[config.mk]
export PLATFORM = sky130hd
export DESIGN_NAME = qtge_sqrt_cell
export DESIGN_NICKNAME = d
export VERILOG_FILES = /design/src/design/qtge_pkg.sv /design/src/design/qtge_sqrt_cell.sv
export SDC_FILE = /design/constraint.sdc
export NUM_CORES = 1
export LEC_CHECK = 0
export BUFFER_PORTS_ARGS = -buffer_cell sky130_fd_sc_hd__buf_2
export CORE_MARGIN = 3
export CORE_UTILIZATION = 50
export CTS_CLUSTER_DIAMETER = 150
export DETAILED_ROUTE_END_ITERATION = 10
export GPL_ROUTABILITY_DRIVEN = 0
export PLACE_DENSITY_LB_ADDON = 0.1
export SLEW_MARGIN = 20
export SYNTH_ARGS = -nofsm -noshare
export SYNTH_HDL_FRONTEND = slang
export SYNTH_SLANG_ARGS = --single-unit
[constraint.sdc]
create_clock -name clk -period 4.8 [get_ports clk]
set_input_delay 0.48 -clock clk [delete_from_list [all_inputs] [get_ports clk]]
set_output_delay 0.48 -clock clk [all_outputs]
set_load 0.05 [all_outputs]
[src/design/qtge_pkg.sv]
// ----------------------------------------------------------------------------
// qtge_pkg
// shared widths, cordic lane word type and the arctangent table
// ----------------------------------------------------------------------------
`default_nettype none

package qtge_pkg;

    localparam int GW         = 20;   // unsaturated gravity, q14
    localparam int CW         = 40;   // cordic x / y
    localparam int AW         = 34;   // cordic angle accumulator, 2^31 = pi
    localparam int RW         = 38;   // square root radicand
    localparam int SQ_STAGES  = 19;   // result bits of the square root
    localparam int MAX_STAGES = 24;

    typedef struct packed {
        logic signed [CW-1:0] x;
        logic signed [CW-1:0] y;
        logic signed [AW-1:0] acc;
        logic                 zero;
    } cordic_t;

    function automatic logic signed [AW-1:0] atan_entry(input logic [4:0] idx);
        logic signed [AW-1:0] v;
        case (idx)
            5'd0:    v = 34'sd536870912;
            5'd1:    v = 34'sd316933406;
            5'd2:    v = 34'sd167458907;
            5'd3:    v = 34'sd85004756;
            5'd4:    v = 34'sd42667331;
            5'd5:    v = 34'sd21354465;
            5'd6:    v = 34'sd10679838;
            5'd7:    v = 34'sd5340245;
            5'd8:    v = 34'sd2670163;
            5'd9:    v = 34'sd1335087;
            5'd10:   v = 34'sd667544;
            5'd11:   v = 34'sd333772;
            5'd12:   v = 34'sd166886;
            5'd13:   v = 34'sd83443;
            5'd14:   v = 34'sd41722;
            5'd15:   v = 34'sd20861;
            5'd16:   v = 34'sd10430;
            5'd17:   v = 34'sd5215;
            5'd18:   v = 34'sd2608;
            5'd19:   v = 34'sd1304;
            5'd20:   v = 34'sd652;
            5'd21:   v = 34'sd326;
            5'd22:   v = 34'sd163;
            5'd23:   v = 34'sd81;
            default: v = '0;
        endcase
        return v;
    endfunction

endpackage

`default_nettype wire

[src/design/qtge_sqrt_cell.sv]
// ----------------------------------------------------------------------------
// qtge_sqrt_cell
// one restoring square root step, one result bit per cell
// ----------------------------------------------------------------------------
`default_nettype none

module qtge_sqrt_cell
    import qtge_pkg::*;
#(
    parameter int K = 0
)
(
    input  wire logic          clk,
    input  wire logic          en,
    input  wire logic [RW-1:0] rem_in,
    input  wire logic [RW-1:0] root_in,
    output logic      [RW-1:0] rem_out,
    output logic      [RW-1:0] root_out
);

    localparam logic [RW:0] BIT = {{RW{1'b0}}, 1'b1} << (2 * K);

    logic [RW:0]   trial;
    logic [RW-1:0] rem_next;
    logic [RW-1:0] root_next;
    logic [RW-1:0] rem_reg;
    logic [RW-1:0] root_reg;

    always_comb
    begin
        trial = {1'b0, root_in} + BIT;
        if ({1'b0, rem_in} >= trial)
        begin
            rem_next  = rem_in - trial[RW-1:0];
            root_next = (root_in >> 1) + BIT[RW-1:0];
        end
        else
        begin
            rem_next  = rem_in;
            root_next = root_in >> 1;
        end
    end

    always_ff @(posedge clk)
    begin
        if (en)
        begin
            rem_reg  <= rem_next;
            root_reg <= root_next;
        end
    end

    assign rem_out  = rem_reg;
    assign root_out = root_reg;

endmodule

`default_nettype wire

==> reports/metrics.yaml, run 1 <==
outcome:
  outcome: "finished, final reports clean"
yosys:
  synthTopCellsByArea: "edfxtp_1 36%, xor2_1 8.3%, ha_1 7.9%"
  synth_top_area_share_pct: 36.2
  yosysWarningCount: 0
  yosys_register_bits: 76
  syn-num-nets: 838
  synth.distinct_cells: 56
  async_flop_share_pct: 0
  synth_edf_count: 76
  seq_area_frac_synth_pct: 36.2
  synthCells: 719
  yosysTopAreaCell: "edfxtp_1"
  ys.flop_type: "edfxtp_1"
  synthesis.area_um2: 6310
  syn_area_per_cell_um2: 8.77
pwr:
  ir_drop_mv: 0.162
  p_leak_nw: 3.08
  power_density_nw_per_um2: 311
floorplan:
  io_pins: 154
  core_area_um2: 12200
  fp.dieW_um: 118
  die_h_um: 118
  initial_core_util_pct: 51.9
  rows: 40
  die_area_um2: 14000
setup_path:
  path_cells: "buf_2, and4_1, and3_1, and2_1, buf_4, nand2_1, nor4_1, xnor2_1, ha_1, nand4_1, nor4_2, a31oi_1, o2111ai_1, a311o_1, nand2_1, buf_4, or3_1, nor2_1, xor2_1"
  end_kind: "flop"
  crit_path_max_fanout: 8
  slowest_delay_ns: 0.47
  path_delay_family: "simple AND/OR/NAND/NOR gates"
  worstPathArrival_ns: 4.62
  slowest_stage: "ha_1"
  critical_path_buf_inv_count: 3
  cp_data_required_time_ns: 4.89
  cp-start-kind: "primary input"
  critical_path_class: "in -> reg"
cts:
  post_cts_resize_count: 0
  clock-sinks: 76
  hold_buffers: 0
  cts-root-buf: "clkbuf_16"
  clkTransAtPathRegs_ns: 0.06
  cts_buffers: 9
  post_cts_buffers: 0
  clockBufferDepth: 2
  cts_tree: "yes"
  htree_levels: 3
final_layout:
  drive_above_1_share_pct: 24.1
  seq_area_um2: 2280
  fillCellCount: 1085
  nNetsFinal: 996
  area_growth_syn_to_layout_pct: 20.1
  multiInputGateArea_um2: 3810
  num_antenna_cells: 0
job:
  maxCapViolCount: 0
global_route:
  grt_pass1_vias: 5799
  grt_pass1_wl_um: 29800
  grtUsageTotal_pct: 26.8
  gr-total-overflow: 0
  grt_max_degree: 45
  antenna_found_initial: 0
timing:
  worst_pin_slew_ns: 0.838
  setup_violations: 0
  rsz0062_at_grt: "false"
  relSlewSlack_pct: 44.1
  setup_ws_ns: 0.275
  whs_ns: 0.436
  fmax_mhz: 221
  final_max_slew_viol_count: 0
  period_needed_ns: 4.53
  fin_crit_sh_pct: 94.3
  hold_viol_final: 0
detailed_routing:
  wl_per_cell_um: 18.3
  final_antenna_net_count: 0
  drt-total-wl_um: 19100
  drc_errors: 0
  via_count: 6069
  dr.pass1.iters: 5
  drtIter0Drc: 548
  viasPerCell: 5.79
min_path:
  hp-class: "in -> reg"
place:
  port_buffers: 153
  post-place-ws_ns: -0.0602
  dp_hpwl_um: 14900
-- final timing paths --
check | start | endpoint | slack (ns) | depth (start not counted)
setup / recovery | root_in[5] | root_out[21] | 0.27 | 19
hold / removal | rem_in[21] | rem_out[21] | 0.44 | 3
-- kinds of logic after synthesis --
logic type                 after synthesis  share of synthesized area (%)
AOI/OAI and AO/OA                      149                           14.0
xor gates and xnor gates               106                           14.7
adders and majority gates               41                           8.25
buffers and inverters                   48                           3.57
DFF                                     76                           36.2
muxes                                    1                          0.179
and+or+nand+nor                        298                           23.0
-- metal layers --
layer	track usage [%]	share of wire [%]	vias up	wire, um
li1	-	-	2928	-
met2	44.8	48	254	9110
met1	35.8	44	2856	8400
met3	3.64	6.4	31	1220
met5	0	0	-	0
met4	9.38	2.2	0	412
-- cell usage in the layout (no fill, tap or decap), types with 3 or more instances in the layout --
cell type	n
or3_1	6
o21ai_1	6
a31oi_1	7
nor4_1	7
nand2b_1	8
o221ai_1	3
buf_2	153
inv_1	13
nor2_1	62
nand3_1	20
nand4_1	33
nand2_1	103
ha_1	40
buf_4	27
nor3_1	21
and3_1	6
edfxtp_1	76
a21o_1	13
o21ai_0	54
and2_1	3
nor4_2	4
clkbuf_16	9
a211oi_1	3
xor2_1	60
o211ai_1	4
nor2b_1	7
xnor2_1	46
or2_2	6
a21oi_1	41
-- power breakdown --
part	switching (mW)	internal, mW	leakage, nW
Combinational	0.642	0.262	2.22
Clock	0.267	0.342	0.119
Sequential	0.0182	0.826	0.742
Total	0.928	1.43	3.08
-- through the flow --
| step | util [%] | total power, mW | setup TNS [ns] | area, um2 | instances |
|---|---|---|---|---|---|
| CTS | 62.2 | 2.35 | 0 | 7560 | 1047 |
| detailed placement | 60.1 | 1.75 | -0.642 | 7310 | 1033 |
| global placement | 60.1 | 1.73 | 0 | 7310 | 1033 |
| global route | 62.3 | 2.46 | 0 | 7570 | 1048 |
| floorplan | - | 1.50 | 0 | 6310 | 719 |
| finish | 62.3 | 2.36 | 0 | 7570 | 1048 |
-- synthesized netlist by cell type (all sizes together) (4+ instances only) --
| cell type | number |
|---|---|
| edfxtp | 76 |
| or3 | 6 |
| ha | 40 |
| nor4 | 11 |
| nor3 | 22 |
| nor2 | 63 |
| o211ai | 4 |
| o21ai | 60 |
| buf | 16 |
| or2 | 7 |
| and3 | 6 |
| clkbuf | 18 |
| xor2 | 60 |
| nand2b | 9 |
| a21o | 13 |
| a21oi | 41 |
| xnor2 | 46 |
| nor2b | 7 |
| a31oi | 7 |
| nand4 | 33 |
| nand2 | 104 |
| nand3 | 20 |
| inv | 14 |
-- layout make-up --
class / count / area share (%)
clock buffers: 11 / 3.07
flip-flops and latches: 76 / 30.1
clock inverters: 3 / 0.215
inverters: 14 / 0.694
multi-input cells: 596 / 50.3
repair buffers: 180 / 12.8
well taps: 168 / 2.78
-- sequential cells by signal, summed over array words and instances, names as in the netlist --
signal,count
rem_out,38
root_out,38
Note: power is estimated with default switching activity, not from simulation.
==> run 2, diff against run 1 <==
--- a/config.mk
+++ b/config.mk
@@ -8,6 +8,7 @@
 export BUFFER_PORTS_ARGS = -buffer_cell sky130_fd_sc_hd__buf_2
 export CORE_MARGIN = 3
 export CORE_UTILIZATION = 50
+export CTS_BUF_LIST = sky130_fd_sc_hd__clkbuf_8
 export CTS_CLUSTER_DIAMETER = 150
 export DETAILED_ROUTE_END_ITERATION = 10
 export GPL_ROUTABILITY_DRIVEN = 0
==> run 2 against run 1 <==
Against the previous run:
- total power down 8.4%
- combinational power decreased by 0.9%
- routed wire length down 2.3%
- maximum frequency is 0.72% higher
- global-route usage decreased by 0.14 points
- non-clock buffer count unchanged
- setup slack better by 0.032 ns
- core utilization down 0.88 points
- clock-buffer cell count is 2 lower
- die area unchanged
- highest routed layer unchanged
==> reports/metrics.yaml, run 2 (synthesized netlist as in run 1, its figures left out) <==
setup_path:
  critical_path_class: "in -> reg"
  cp-start-kind: "primary input"
  crit_path_max_fanout: 39
  end_kind: "flop"
  worstPathArrival_ns: 4.60
  startpoint: "root_in[5]"
  cp_data_required_time_ns: 4.91
timing:
  worst_pin_slew_ns: 0.833
  hold_viol_final: 0
  setup_tns_ns: 0
  fmax_mhz: 223
  relSlewSlack_pct: 44.5
  final_max_slew_viol_count: 0
  fin_crit_sh_pct: 93.6
  whs_ns: 0.407
  setup_violations: 0
  rsz0062_at_grt: "false"
  period_needed_ns: 4.49
floorplan:
  initial_core_util_pct: 51.9
  die_h_um: 118
  die_area_um2: 14000
  rows: 40
  io_pins: 154
  core_area_um2: 12200
  fp.dieW_um: 118
cts:
  cts_tree: "yes"
  post_cts_buffers: 0
  clockBufferDepth: 2
  clock-sinks: 76
  htree_levels: 3
  cts_buffers: 9
  cts-root-buf: "clkbuf_8"
  clkTransAtPathRegs_ns: 0.08
final_layout:
  final_cell_mix: "153 x buf_2, 103 x nand2_1, 76 x edfxtp_1"
  final_cell_area_um2: 7470
  final_common_cell: "buf_2"
  fin_cells: 1047
  seq_area_um2: 2280
  area_growth_syn_to_layout_pct: 18.4
  multiInputGateArea_um2: 3800
  num_antenna_cells: 0
  nNetsFinal: 995
  fillCellCount: 1102
  drive_above_1_share_pct: 24.0
detailed_routing:
  drt-total-wl_um: 18700
  wl_per_cell_um: 17.9
  drc_errors: 0
  drtIter0Drc: 574
  viasPerCell: 5.72
  dr.pass1.iters: 5
  via_count: 5992
  final_antenna_net_count: 0
global_route:
  antenna_found_initial: 0
  gr-total-overflow: 0
  grtUsageTotal_pct: 26.7
  grt_pass1_wl_um: 29700
  grt_pass1_vias: 5749
  grt_max_degree: 45
min_path:
  hp-class: "in -> reg"
  min_from: "rem_in[7]"
place:
  dp_hpwl_um: 14900
  place_inst: 1033
  port_buffers: 153
  place_area_um2: 7310
pwr:
  ir_drop_mv: 0.161
  power_density_nw_per_um2: 289
  p_leak_nw: 3.04
job:
  maxCapViolCount: 0
outcome:
  outcome: "finished, final reports clean"
[run 2: changes by cell type in the layout (fill, tap and decap cells not counted)]
cell       delta
inv_1         +2
or2_2         -1
clkbuf_1      -2
clkbuf_8      +9
clkbuf_16     -9
[run 2: layer usage]
| layer | global-route usage (%) | up-vias | share of wire [%] |
|---|---|---|---|
| met5 | 0 | - | 0 |
| met3 | 4.16 | 28 | 7.4 |
| met2 | 44.4 | 277 | 47 |
| met4 | 8.64 | 0 | 2.0 |
| met1 | 35.6 | 2774 | 43 |
| li1 | - | 2913 | - |
[run 2: cell type report]
class,count,share of cell area (%)
multi-input combinational,595,51.0
sequential,76,30.6
timing repair buffer,180,13.0
tap,168,2.82
clock buffer,9,1.66
inverter,14,0.704
clock inverter,5,0.318
[run 2: report_power, final]
part           switching (mW)  internal [mW]
Clock                   0.245          0.176
Sequential             0.0184          0.825
Combinational           0.636          0.261
Total                   0.899           1.26
[run 2: worst paths after layout]
path / endpoint / slack [ns] / depth (start not counted)
min: rem_out[7] / 0.41 / 3
max: rem_out[26] / 0.31 / 18
[run 2: worst max-delay path, stage by stage]
cell,delay (ns)
buf_2,0.16
and4_1,0.26
and3_1,0.21
and2_1,0.17
nand2_2,0.10
or4_4,0.57
nor3_2,0.25
nand2_1,0.09
xor2_1,0.21
ha_1,0.33
nor2b_1,0.16
a41oi_1,0.21
o2111ai_1,0.16
a311o_1,0.30
nand2_1,0.08
or2_4,0.43
buf_4,0.30
o21ai_0,0.13
[run 2: what timing repair did]
action / 4_1_cts / 5_1_grt
gates resized for setup: 0 / 1
hold buffers: 0 / 0
endpoints found under the setup margin: 0 / 21
[run 2: through the flow]
step	worst slack, ns	total power [mW]	util, %
floorplan	0.364	1.50	-
global placement	0.0820	1.73	60.1
detailed placement	-0.0602	1.75	60.1
CTS	0.317	2.16	61.3
global route	0.00593	2.26	61.4
finish	0.307	2.16	61.4
==> run 3, diff against run 2 <==
--- a/config.mk
+++ b/config.mk
@@ -13,6 +13,7 @@
 export DETAILED_ROUTE_END_ITERATION = 10
 export GPL_ROUTABILITY_DRIVEN = 0
 export PLACE_DENSITY_LB_ADDON = 0.1
+export REMOVE_ABC_BUFFERS = 1
 export SLEW_MARGIN = 20
 export SYNTH_ARGS = -nofsm -noshare
 export SYNTH_HDL_FRONTEND = slang
==> run 3 against run 2 <==
Against the previous run:
- global-route usage fell by 0.21 points
- cell count is 1.3% higher
- hold slack worse by 0.012 ns
- first-iteration DRC count decreased by 7.1%
- sequential share of layout area down 0.61 points
- die area did not move
- critical endpoint is now rem_out[36]
- largest power group unchanged
==> reports/metrics.yaml, run 3 (synthesized netlist as in run 1, its figures left out) <==
outcome:
  outcome: "finished, final reports clean"
timing:
  final_max_slew_viol_count: 0
  fmax_mhz: 223
  worst_pin_slew_ns: 0.811
  rsz0062_at_grt: "false"
  setup_violations: 0
  hold_viol_final: 0
  relSlewSlack_pct: 46.0
  setup_tns_ns: 0
  period_needed_ns: 4.49
  fin_crit_sh_pct: 93.5
floorplan:
  initial_core_util_pct: 51.9
  core_area_um2: 12200
  io_pins: 154
  rows: 40
  die_area_um2: 14000
  die_h_um: 118
  fp.dieW_um: 118
pwr:
  power_density_nw_per_um2: 303
  p_leak_nw: 3.13
  ir_drop_mv: 0.141
place:
  dp_hpwl_um: 15000
  port_buffers: 153
global_route:
  grt_pass1_vias: 5768
  grt_pass1_wl_um: 29800
  grtUsageTotal_pct: 26.5
  antenna_found_initial: 0
  grt_max_degree: 42
  gr-total-overflow: 0
min_path:
  hp-class: "in -> reg"
cts:
  cts-root-buf: "clkbuf_8"
  hold_buffers: 0
  clkTransAtPathRegs_ns: 0.08
  cts_tree: "yes"
  post_cts_resize_count: 0
  cts_buffers: 9
  htree_levels: 3
  post_cts_buffers: 0
  clockBufferDepth: 2
  clock-sinks: 76
detailed_routing:
  wl_per_cell_um: 17.9
  drt-total-wl_um: 19000
  drc_errors: 0
  via_count: 6215
  final_antenna_net_count: 0
  viasPerCell: 5.86
  drtIter0Drc: 533
  dr.pass1.iters: 5
final_layout:
  num_antenna_cells: 0
  final_common_cell: "buf_2"
  area_growth_syn_to_layout_pct: 20.8
  fin_util_pct: 62.6
  final_cell_mix: "153 x buf_2, 103 x nand2_1, 76 x edfxtp_1"
  drive_above_1_share_pct: 25.3
  nNetsFinal: 1007
setup_path:
  crit_path_max_fanout: 23
  cp_data_required_time_ns: 5.06
  worstPathArrival_ns: 4.75
  end_kind: "flop"
  cp-start-kind: "primary input"
  critical_path_class: "in -> reg"
job:
  maxCapViolCount: 0
==> run 3: cell types whose count changed in the layout (fill, tap and decap cells not counted), sizes merged <==
cell      change
buf          +12
clkinvlp      -1
bufinv        +2
clkinv        +3
inv           -2
==> run 3: layout make-up <==
type / instances / area, um2
fillers: 1092 / 4540
multi-input cells: 595 / 3800
flip-flops and latches: 76 / 2280
repair buffers: 192 / 1060
well taps: 168 / 210
clock buffers: 9 / 124
clock inverters: 7 / 91.3
inverters: 14 / 52.6
==> run 3: stage by stage <==
stage | cells | total power, mW | worst slack, ns | hold WS (ns) | cell area [um2]
floorplan | 685 | 1.48 | 0.274 | 0.592 | 6130
global placement | 1045 | 1.75 | 0.0231 | 0.773 | 7400
detailed placement | 1045 | 1.76 | 0.00402 | 0.773 | 7400
CTS | 1061 | 2.31 | 0.352 | 0.378 | 7620
global route | 1061 | 2.41 | 0.0463 | 0.385 | 7620
finish | 1061 | 2.31 | 0.310 | 0.396 | 7620
==> run 3: report_power, final <==
group          internal [mW]  switching (mW)  leakage (nW)
sequential             0.825          0.0183         0.742
combinational          0.269           0.641          2.28
clock                  0.291           0.261         0.111
==> run 3: worst max-delay path, cell delays in order <==
cell and delay, ns:
buf_2 0.12, and4_1 0.24, and3_1 0.21, and2_1 0.18
nand2_2 0.09, nor4_1 0.36, buf_4 0.19, nand2_1 0.07
buf_4 0.14, xor2_1 0.17, ha_1 0.39, nand4_1 0.13
nor4_1 0.34, a31oi_1 0.16, o2111ai_1 0.12, a311o_1 0.14
nand2_1 0.07, or2_4 0.38, o41ai_1 0.55, buf_4 0.19
==> run 3: worst paths after layout <==
kind | slack [ns] | cells after the start | endpoint | startpoint
worst max-delay path | 0.31 | 20 | rem_out[36] | root_in[7]
worst min-delay path | 0.40 | 3 | rem_out[7] | rem_in[7]
==> run 3: per-layer routing <==
metal	GRT usage (%)	routed length [um]	up-vias
met4	10.4	549	0
met1	37.8	8310	2885
li1	-	-	2938
met5	0	0	-
met2	39.7	8300	341
met3	4.93	1820	51
